<file path="config.mk">
export PLATFORM = sky130hd
export DESIGN_NAME = mag_sensor_frame_deframer
export DESIGN_NICKNAME = d
export VERILOG_FILES = /design/src/hw/rtl/msfd_pkg.sv /design/src/hw/rtl/msfd_window.sv /design/src/hw/rtl/msfd_result.sv /design/src/hw/rtl/mag_sensor_frame_deframer.sv
export SDC_FILE = /design/constraint.sdc
export NUM_CORES = 1
export LEC_CHECK = 0
export BUFFER_PORTS_ARGS = -buffer_cell sky130_fd_sc_hd__buf_4
export CORE_MARGIN = 10
export CORE_UTILIZATION = 65
export DETAILED_ROUTE_END_ITERATION = 16
export PLACE_DENSITY = 0.95
export SLEW_MARGIN = 10
export SYNTH_ARGS = -nofsm -noshare
export SYNTH_HDL_FRONTEND = slang
export SYNTH_SLANG_ARGS = --single-unit
</file>
<file path="constraint.sdc">
create_clock -name i_clk -period 13.2 [get_ports i_clk]
set_input_delay 1.32 -clock i_clk [delete_from_list [all_inputs] [get_ports i_clk]]
set_output_delay 1.32 -clock i_clk [all_outputs]
set_load 0.05 [all_outputs]
</file>
<file path="src/hw/rtl/msfd_pkg.sv">
// ----------------------------------------------------------------------------
// Magnetic sensor frame deframer package
// Shared constants, register indexes and the structures that travel between
// the window stage and the result stage.
// ----------------------------------------------------------------------------
package msfd_pkg;

    // Frame geometry defaults
    localparam int FRAME_LEN_DEFAULT = 23;

    // Configuration port
    localparam int CFG_IDX_W  = 4;
    localparam int CFG_DATA_W = 16;

    localparam logic [CFG_IDX_W-1:0] CFG_HEADER_VALUE   = CFG_IDX_W'(0);
    localparam logic [CFG_IDX_W-1:0] CFG_ALL_ON_PATTERN = CFG_IDX_W'(1);

    // Register reset values
    localparam logic [7:0]  HEADER_RESET = 8'hDD;
    localparam logic [15:0] ALL_ON_RESET = 16'h00FF;

    // Result status codes
    localparam logic STATUS_VALID    = 1'b0;
    localparam logic STATUS_BAD_CSUM = 1'b1;

    // Saturation limit of the error counter
    localparam logic [7:0] TALLY_MAX = 8'hFF;

    // Frame seen by the window stage in the cycle of a byte transfer
    typedef struct packed {
        logic              hit;       // full window with header at its oldest byte
        logic              csum_ok;   // checksum byte matches the running sum
        logic [15:0]       switch_word;
        logic signed [7:0] left_dev;
        logic signed [7:0] mid_dev;
        logic signed [7:0] right_dev;
    } t_frame;

    // One result item
    typedef struct packed {
        logic              status;
        logic [15:0]       switch_word;
        logic signed [7:0] left_dev;
        logic signed [7:0] mid_dev;
        logic signed [7:0] right_dev;
        logic              magnet_seen;
        logic              all_on;
        logic [7:0]        bad_frame_count;
    } t_result;

endpackage

</file>
<file path="src/hw/rtl/msfd_window.sv">
// ----------------------------------------------------------------------------
// Byte window stage
// Keeps a shift line of the last FRAME_LEN bytes, a fill count and a rolling
// sum of the oldest FRAME_LEN-1 bytes, and flags a frame candidate for the
// byte that is transferred in this cycle.
// ----------------------------------------------------------------------------
module msfd_window #(
    parameter int FRAME_LEN = msfd_pkg::FRAME_LEN_DEFAULT
) (
    input  logic            i_clk,
    input  logic            i_rst_n,
    input  logic            i_push,
    input  logic [7:0]      i_byte,
    input  logic [7:0]      i_header_value,
    output msfd_pkg::t_frame o_frame
);
    import msfd_pkg::*;

    localparam int FILL_W = $clog2(FRAME_LEN + 1);
    localparam logic [FILL_W-1:0] FILL_FULL = FILL_W'(FRAME_LEN);
    localparam logic [FILL_W-1:0] FILL_LAST = FILL_W'(FRAME_LEN - 1);

    logic [7:0]        r_win [FRAME_LEN];
    logic [FILL_W-1:0] r_fill;
    logic [7:0]        r_sum;
    logic [7:0]        n_sum;
    logic              full_after;

    // The oldest byte leaves the sum and the former newest byte joins it.
    assign n_sum      = r_sum - r_win[0] + r_win[FRAME_LEN-1];
    assign full_after = (r_fill >= FILL_LAST);

    // Frame check on the window as it stands after this byte enters.
    always_comb begin
        o_frame.hit         = i_push && full_after && (r_win[1] == i_header_value);
        o_frame.csum_ok     = (n_sum == i_byte);
        o_frame.switch_word = {r_win[2], r_win[3]};
        o_frame.left_dev    = r_win[4];
        o_frame.mid_dev     = r_win[5];
        o_frame.right_dev   = r_win[6];
    end

    // Shift line, fill count and rolling sum.
    always_ff @(posedge i_clk) begin
        if (!i_rst_n) begin
            for (int i = 0; i < FRAME_LEN; i++) begin
                r_win[i] <= 8'h00;
            end
            r_fill <= '0;
            r_sum  <= 8'h00;
        end else if (i_push) begin
            for (int i = 0; i < FRAME_LEN - 1; i++) begin
                r_win[i] <= r_win[i+1];
            end
            r_win[FRAME_LEN-1] <= i_byte;
            r_sum              <= n_sum;
            if (r_fill != FILL_FULL) begin
                r_fill <= r_fill + FILL_W'(1);
            end
        end
    end

endmodule

</file>
<file path="src/hw/rtl/msfd_result.sv">
// ----------------------------------------------------------------------------
// Result stage
// Formats a checked frame into a result item, keeps the saturating error
// counter and holds results in an output register with a skid register.
// ----------------------------------------------------------------------------
module msfd_result (
    input  logic             i_clk,
    input  logic             i_rst_n,
    input  msfd_pkg::t_frame i_frame,
    input  logic [15:0]      i_all_on_pattern,
    input  logic             i_out_stall,
    output logic             o_out_valid,
    output msfd_pkg::t_result o_result,
    output logic             o_full
);
    import msfd_pkg::*;

    logic [7:0] r_tally;
    logic [7:0] n_tally;
    t_result    n_res;
    t_result    r_main;
    t_result    r_skid;
    logic       r_main_valid;
    logic       r_skid_valid;
    logic       out_xfer;

    // Error counter update: clears on a good frame, saturates on bad ones.
    always_comb begin
        if (i_frame.csum_ok) begin
            n_tally = 8'h00;
        end else if (r_tally == TALLY_MAX) begin
            n_tally = TALLY_MAX;
        end else begin
            n_tally = r_tally + 8'h01;
        end
    end

    // Result formatting; payload fields read zero on a checksum mismatch.
    always_comb begin
        n_res = '0;
        n_res.bad_frame_count = n_tally;
        if (i_frame.csum_ok) begin
            n_res.status      = STATUS_VALID;
            n_res.switch_word = i_frame.switch_word;
            n_res.left_dev    = i_frame.left_dev;
            n_res.mid_dev     = i_frame.mid_dev;
            n_res.right_dev   = i_frame.right_dev;
            n_res.magnet_seen = (i_frame.switch_word != 16'h0000);
            n_res.all_on      = (i_frame.switch_word == i_all_on_pattern);
        end else begin
            n_res.status = STATUS_BAD_CSUM;
        end
    end

    assign out_xfer = r_main_valid && !i_out_stall;

    // Error counter register.
    always_ff @(posedge i_clk) begin
        if (!i_rst_n) begin
            r_tally <= 8'h00;
        end else if (i_frame.hit) begin
            r_tally <= n_tally;
        end
    end

    // Output register and skid register. A new result only arrives while the
    // skid register is empty, since the input side stalls when it is full.
    always_ff @(posedge i_clk) begin
        if (!i_rst_n) begin
            r_main_valid <= 1'b0;
            r_skid_valid <= 1'b0;
        end else begin
            if (i_frame.hit) begin
                if (!r_main_valid || out_xfer) begin
                    r_main_valid <= 1'b1;
                end else begin
                    r_skid_valid <= 1'b1;
                end
            end else if (out_xfer) begin
                r_main_valid <= r_skid_valid;
                r_skid_valid <= 1'b0;
            end
        end
    end

    always_ff @(posedge i_clk) begin
        if (i_frame.hit) begin
            if (!r_main_valid || out_xfer) begin
                r_main <= n_res;
            end else begin
                r_skid <= n_res;
            end
        end else if (out_xfer && r_skid_valid) begin
            r_main <= r_skid;
        end
    end

    assign o_out_valid = r_main_valid;
    assign o_result    = r_main;
    assign o_full      = r_skid_valid;

endmodule

</file>
<file path="src/hw/rtl/mag_sensor_frame_deframer.sv">
// ----------------------------------------------------------------------------
// Magnetic sensor frame deframer
// Scans a received byte stream for checksummed sensor frames and reports
// each header position as a decoded frame or a checksum error.
// ----------------------------------------------------------------------------
// The block takes one received byte per clock cycle and checks every window
// position of the stream: once FRAME_LEN bytes have arrived, each byte whose
// transfer leaves a header byte at the oldest window position yields exactly
// one result, registered into the output register or, if that stays occupied,
// the skid register. A rolling sum over the window and a byte shift line
// sustain this rate, and the skid register lets a byte be taken while a
// result waits; the input stalls only when both hold results. Configuration
// writes are taken at any time and should be made while no result is pending.
// ----------------------------------------------------------------------------
module mag_sensor_frame_deframer #(
    parameter int FRAME_LEN = msfd_pkg::FRAME_LEN_DEFAULT
) (
    input  logic                            i_clk,
    input  logic                            i_rst_n,
    // Byte input channel
    input  logic                            i_rx_valid,
    output logic                            o_rx_stall,
    input  logic [7:0]                      i_rx_byte,
    // Result channel
    output logic                            o_res_valid,
    input  logic                            i_res_stall,
    output logic                            o_status,
    output logic [15:0]                     o_switch_word,
    output logic signed [7:0]               o_left_dev,
    output logic signed [7:0]               o_mid_dev,
    output logic signed [7:0]               o_right_dev,
    output logic                            o_magnet_seen,
    output logic                            o_all_on,
    output logic [7:0]                      o_bad_frame_count,
    // Configuration write channel
    input  logic                            i_cfg_valid,
    output logic                            o_cfg_ready,
    input  logic [msfd_pkg::CFG_IDX_W-1:0]  i_cfg_index,
    input  logic [msfd_pkg::CFG_DATA_W-1:0] i_cfg_data
);
    import msfd_pkg::*;

    logic [7:0]  r_header_value;
    logic [15:0] r_all_on_pattern;
    logic        push;
    logic        res_full;
    t_frame      frame;
    t_result     result;

    // Configuration registers; writes outside the register list are ignored.
    assign o_cfg_ready = 1'b1;

    always_ff @(posedge i_clk) begin
        if (!i_rst_n) begin
            r_header_value   <= HEADER_RESET;
            r_all_on_pattern <= ALL_ON_RESET;
        end else if (i_cfg_valid) begin
            if (i_cfg_index == CFG_HEADER_VALUE) begin
                r_header_value <= i_cfg_data[7:0];
            end else if (i_cfg_index == CFG_ALL_ON_PATTERN) begin
                r_all_on_pattern <= i_cfg_data;
            end
        end
    end

    // Byte transfer on the input channel.
    assign o_rx_stall = res_full;
    assign push       = i_rx_valid && !res_full;

    msfd_window #(
        .FRAME_LEN (FRAME_LEN)
    ) u_window (
        .i_clk          (i_clk),
        .i_rst_n        (i_rst_n),
        .i_push         (push),
        .i_byte         (i_rx_byte),
        .i_header_value (r_header_value),
        .o_frame        (frame)
    );

    msfd_result u_result (
        .i_clk            (i_clk),
        .i_rst_n          (i_rst_n),
        .i_frame          (frame),
        .i_all_on_pattern (r_all_on_pattern),
        .i_out_stall      (i_res_stall),
        .o_out_valid      (o_res_valid),
        .o_result         (result),
        .o_full           (res_full)
    );

    // Result fields.
    assign o_status          = result.status;
    assign o_switch_word     = result.switch_word;
    assign o_left_dev        = result.left_dev;
    assign o_mid_dev         = result.mid_dev;
    assign o_right_dev       = result.right_dev;
    assign o_magnet_seen     = result.magnet_seen;
    assign o_all_on          = result.all_on;
    assign o_bad_frame_count = result.bad_frame_count;

endmodule
</file>
==> results_dict.tcl, run 1 <==
set metrics [dict create \
    final.fill_count 1162 \
    crit_top_cell "inv_1" \
    ant_nets 0 \
    synth_top_area_share_pct 61.5 \
    ys_seq_area_share_pct 68.2 \
    grt_max_degree 122 \
    drc 0 \
    cts_tree "done" \
    vias 8827 \
    dp.cells 1387 \
    drive_gt1_share_pct 13.5 \
    clockRootBuffer "clkbuf_16" \
    synth_compound_area_share_pct 5.01 \
    synthTopCellsByArea "edfxtp_1 (62%), dfxtp_1 (6.7%), and3_1 (6.7%), and2_1 (4.1%), nand2_1 (4.1%)" \
    cp.required_ns 13.44 \
    fin_crit_sh_pct 33.6 \
    synth_simple_gate_area_share_pct 17.7 \
    outcome "completed" \
    powerDensity_mw_per_mm2 155 \
    max_stage_delay_ns 0.60 \
    syn_inst 1093 \
    worstPathMaxFanout 62 \
    syn_nets 1144 \
    dr.pass1.iters 6 \
    rsz0062_at_grt "false" \
    dp_hpwl_mm 16.9 \
    gr-total-overflow 0 \
    period_needed_ns 4.43 \
    antenna_found_initial 1 \
    ys_async_sr_fraction_pct 0 \
    gp_congestion 0.890 \
    vdd_drop_max_v 0.000190 \
    multiInputGateArea_sq_mm 0.00405 \
    synth_mux_area_share_pct 0.645 \
    grt_usage_pct 20.6 \
    synth-edff-count 286 \
    relSlewSlack_pct 18.4 \
    hold_viol 0 \
    synth_flop_cell "edfxtp_1" \
    clock-sinks 333 \
    area_growth_pct 13.4 \
    post_cts.repair.setup_buffers 0 \
    drtIter0Drc 1249 \
    htreeDepth 2 \
    ctsLongestPathBuffers 3 \
    syn_avg_cell_area_sq_um 12.8 \
    routed_wl_mm 29.5 \
    wl_per_cell_microns 20.3 \
    crit_path_end_kind "flip-flop" \
    die_x_microns 167 \
    path_class "reg2reg" \
    seqCellArea_sq_mm 0.00953 \
    cts_hold_buf 0 \
    yosysWarnings 0 \
    die_height_microns 167 \
    finalSetupTns_ns 0 \
    grt_pass1_vias 8609 \
    cp_slowest_cell "fa_1" \
    layout.cells.non_filler 1449 \
    ios 87 \
    synth_commonest_cells "edfxtp_1 (286), nand2_1 (152), and3_1 (149)" \
    crit_arrival_ns 4.67 \
    cp-start-kind "flip-flop" \
    syn_area_sq_mm 0.0140 \
    timing.fmax_mhz 226 \
    cts_made_buffers 34 \
    die_area_sq_mm 0.0277 \
    synth_top_family_by_area "simple AND/OR/NAND/NOR gates" \
    synthXorXnorAreaFrac_pct 3.33 \
    ys_ff_latch 333 \
    setup_violations 0 \
    final_nets 1199 \
    grt_pass1_wl_mm 46.6 \
    yosys.area.top_type "edfxtp_1" \
    whs_path_depth 2 \
    synth_cell_types 54 \
    design.core.area_sq_mm 0.0211 \
    clkTransAtPathRegs_ns 0.06 \
    initial_utilization_pct 66.2 \
    reg2regPathDepth 12 \
    viasPerCell 6.09 \
    yosysMostFrequentCell "edfxtp_1" \
    port_buffers 85 \
    p_leak_uw 0.00655 \
    synthAdderAreaFrac_pct 1.99 \
    worst_skew_pair.late_latency_ns 0.52 \
    finalMaxSlewViolations 0 \
    tightest_slew_ns 1.21 \
    cp_cell_sequence "inv_1 > fa_1 > inv_1 > ha_1 > a211oi_2 > nor2_1 > a41oi_1 > xnor2_1 > nor4_4 > buf_4 > inv_2 > o21ai_0" \
    n_antenna_cell 0 \
    cap_violations 0 \
    cts-resized-gates 0 \
    skew_ns 0.0185 \
    hold_class "reg2reg" \
    num_rows 53 \
]
-- cell usage in the layout, fill, tap and decap left out, types with 15 or more instances in the layout --
cell type  netlist  layout
edfxtp_1       286     286
xor2_1          32      32
and2_1          92      92
and3_1         149     148
clkbuf_1        69      15
a21oi_1         18      17
clkbuf_16        0      37
o21ai_0         51      51
buf_4            1      95
nand3_1         19      19
dfxtp_1         47      47
nor2_1          16      16
xnor2_1         16      16
inv_1           30      30
nand2_1        152     151
-- registers in the layout (all words and copies together), names as in the netlist --
register	flops
r_all_on_pattern	16
r_header_value	8
u_result.o_full	1
u_result.o_out_valid	1
u_result.o_result	51
u_result.r_skid	51
u_result.r_tally	8
u_window.r_fill	5
u_window.r_sum	8
u_window.r_win	184
-- path summary, 6_finish.rpt --
kind                                         from                    end  slack [ns]
worst max register to register  u_window.r_sum[1]  u_result.o_result[38]        8.77
worst min-delay path            u_window.r_sum[2]      u_window.r_sum[2]        0.47
worst min register to register  u_window.r_sum[2]      u_window.r_sum[2]        0.47
worst max-delay path            u_window.r_sum[1]  u_result.o_result[38]        8.77
-- through the flow --
stage / hold slack [ns] / total power [uW] / cell area [sq um] / setup slack [ns] / utilization, %
after floorplan: 0.443 / 1460 / 14000 / 6.83 / -
after global routing: 0.494 / 2530 / 15800 / 8.62 / 75.1
after global placement: 0.457 / 1500 / 14700 / 9.16 / 69.9
after CTS: 0.477 / 2450 / 15800 / 8.86 / 75.1
after detailed placement: 0.469 / 1520 / 14700 / 8.94 / 69.9
final: 0.472 / 2450 / 15800 / 8.77 / 75.1
-- report_power, final --
part           switching, uW  internal [uW]  leakage (uW)  total (uW)
clock                    383            551      0.000528         933
sequential              27.9           1190       0.00345        1220
combinational            171            124       0.00257         295
total                    582           1860       0.00655        2450
-- layer usage --
layer  vias up  routed length, microns  track usage, %
met5         -                      18               0
li1       3987                       -               -
met3        72                    2550            4.64
met4         2                     732            7.25
met1      4288                   11400            26.6
met2       478                   14800            33.6
-- kinds of logic after synthesis --
logic type,after synthesis
multiplexers,9
AO/OA/AOI/OAI,112
XOR/XNOR,50
adder cells (fa/ha/maj),18
AND/OR/NAND/NOR,463
buffers and inverters,107
flip-flops,333
other,1
-- cell type report --
| cell class | instances | area share, % |
|---|---|---|
| Timing Repair Buffer | 95 | 4.51 |
| Tap cell | 275 | 2.17 |
| Inverter | 31 | 0.735 |
| Multi-Input combinational cell | 653 | 25.6 |
| Sequential cell | 333 | 60.2 |
| Clock inverter | 7 | 0.364 |
| Clock buffer | 55 | 6.47 |
-- worst max-delay path: cells and delay by family (launching register included) --
kind / cells / cell delay, ns
AND/OR/NAND/NOR: 2 / 0.33
flip-flops: 1 / 0.31
XOR/XNOR: 1 / 0.19
adder cells (fa/ha/maj): 2 / 0.90
AO/OA/AOI/OAI: 3 / 1.27
buffers and inverters: 4 / 1.11
Power figures use the tool's default switching activity.
==> run 2, diff against run 1 <==
--- a/config.mk
+++ b/config.mk
@@ -7,9 +7,9 @@
 export LEC_CHECK = 0
 export BUFFER_PORTS_ARGS = -buffer_cell sky130_fd_sc_hd__buf_4
 export CORE_MARGIN = 10
-export CORE_UTILIZATION = 65
+export CORE_UTILIZATION = 60
 export DETAILED_ROUTE_END_ITERATION = 16
-export PLACE_DENSITY = 0.95
+export PLACE_DENSITY = 0.91
 export SLEW_MARGIN = 10
 export SYNTH_ARGS = -nofsm -noshare
 export SYNTH_HDL_FRONTEND = slang
==> constraint.sdc (replaced) <==
create_clock -name i_clk -period 4.1 [get_ports i_clk]
set_input_delay 0.41 -clock i_clk [delete_from_list [all_inputs] [get_ports i_clk]]
set_output_delay 0.41 -clock i_clk [all_outputs]
set_load 0.05 [all_outputs]
==> run 2 against run 1 <==
Effect of this change:
- clock power rose to 3.5 times the previous value
- sequential share of layout area fell by 0.85 points
- via count fell by 1.1%
- combinational power rose to 3.1 times the previous value
- wire length fell by 4.6%
- first-iteration DRC count fell by 5.3%
- largest power group unchanged
==> results_dict.tcl, run 2 (same netlist as run 1, synthesis figures left out) <==
set metrics [dict create \
    outcome "completed" \
    cp-start-kind "flip-flop" \
    gr-usage-met2_pct 30.0 \
    cts-resized-gates 0 \
    hold_class "in2reg" \
    viasPerCell 5.87 \
    path_class "reg2reg" \
    htreeDepth 2 \
    dr.pass1.iters 6 \
    multiInputGateArea_sq_mm 0.00405 \
    post-route-cell-area_sq_mm 0.0161 \
    drc 0 \
    initial_utilization_pct 61.3 \
    layout_commonest_cell "edfxtp_1" \
    final_cell_mix "edfxtp_1 (286), nand2_1 (151), and3_1 (148)" \
    gp_congestion 0.830 \
    ctsLongestPathBuffers 3 \
    finalMaxSlewViolations 0 \
    fin_util_pct 70.5 \
    grt_pass1_wl_mm 44.3 \
    dp.cells 1428 \
    top_usage_layer "met2" \
    gr-total-overflow 0 \
    relSlewSlack_pct 17.6 \
    setup_slack_ns 0.428 \
    pre_cts_slack_ns 0.490 \
    seqCellArea_sq_mm 0.00953 \
    wl_per_cell_microns 18.9 \
    vdd_drop_max_v 0.000395 \
    ant_nets 0 \
    timing.fmax_mhz 272 \
    ios 87 \
    clockRootBuffer "clkbuf_16" \
    finalSetupTns_ns 0 \
    p_leak_uw 0.00664 \
    grt_pass1_vias 8339 \
    vias 8732 \
    routed_wl_mm 28.1 \
    die_height_microns 173 \
    design.core.area_sq_mm 0.0228 \
    area_growth_pct 15.0 \
    n_antenna_cell 0 \
    crit_arrival_ns 3.92 \
    num_rows 55 \
    skew_ns 0.0334 \
    cts_made_buffers 34 \
    tightest_slew_ns 1.23 \
    period_needed_ns 3.67 \
    final.fill_count 1399 \
    grt_usage_pct 18.2 \
    cts_tree "done" \
    dp_hpwl_mm 16.3 \
    drive_gt1_share_pct 14.6 \
    crit_path_end_kind "flip-flop" \
    largest_register_ffs 184 \
    met3_usage_pct 3.79 \
    setup_violations 0 \
    worst_skew_pair.late_latency_ns 0.52 \
    dpl_cell_area_sq_mm 0.0149 \
    hold_viol 0 \
    cap_violations 0 \
    powerDensity_mw_per_mm2 507 \
    die_area_sq_mm 0.0298 \
    cts_hold_buf 0 \
    worstPathMaxFanout 49 \
    largest_register "u_window.r_win" \
    drtIter0Drc 1183 \
    port_buffers 85 \
    fin_crit_sh_pct 89.5 \
    grtUsageMet1_pct 23.1 \
    grt_max_degree 237 \
    clkTransAtPathRegs_ns 0.06 \
    cp.required_ns 4.35 \
    rsz0062_at_grt "false" \
    antenna_found_initial 0 \
    post_cts.repair.setup_buffers 0 \
    layout.cells.non_filler 1488 \
    clock-sinks 333 \
    final_nets 1202 \
    die_x_microns 173 \
]
[run 2: layout make-up]
cell class | instances | share of cell area, %
flip-flops and latches | 333 | 59.4
multi-input cells | 653 | 25.2
clock buffers | 38 | 5.53
repair buffers | 98 | 4.74
well taps | 313 | 2.44
clock inverters | 22 | 1.97
inverters | 31 | 0.725
[run 2: report_power, final]
| part | internal (uW) | switching (uW) | total [uW] |
|---|---|---|---|
| Combinational | 401 | 509 | 910 |
| Clock | 2070 | 1240 | 3310 |
| Sequential | 3830 | 86.3 | 3920 |
| Total | 6300 | 1840 | 8130 |
[run 2: worst paths after layout]
path	start	end	cells after the start	slack (ns)
min reg2reg	u_window.r_sum[2]	u_window.r_sum[2]	2	0.48
max	u_window.r_sum[2]	u_result.o_result[5]	11	0.43
min	i_cfg_data[2]	r_all_on_pattern[2]	3	0.14
max reg2reg	u_window.r_sum[2]	u_result.o_result[5]	11	0.43
[run 2: metrics by stage]
step | hold slack, ns | power [uW]
2_1_floorplan | 0.443 | 4690
3_3_place_gp | 0.457 | 4840
3_5_place_dp | 0.475 | 4880
4_1_cts | 0.122 | 8160
5_1_grt | 0.130 | 8400
6_report | 0.135 | 8130
[run 2: routing by layer]
metal	vias up	share of wire, %
met5	-	0
met4	0	2.6
met3	61	8.5
met2	444	49
met1	4222	39
li1	4005	-
[run 2: critical path: stages, from the launching register on]
cell	delay, ns
dfxtp_1	0.33
inv_1	0.06
fa_1	0.53
inv_1	0.04
ha_1	0.34
nor2b_1	0.17
o21a_1	0.19
or3_1	0.37
a211o_1	0.33
nor4_4	0.27
inv_2	0.43
a22o_1	0.36
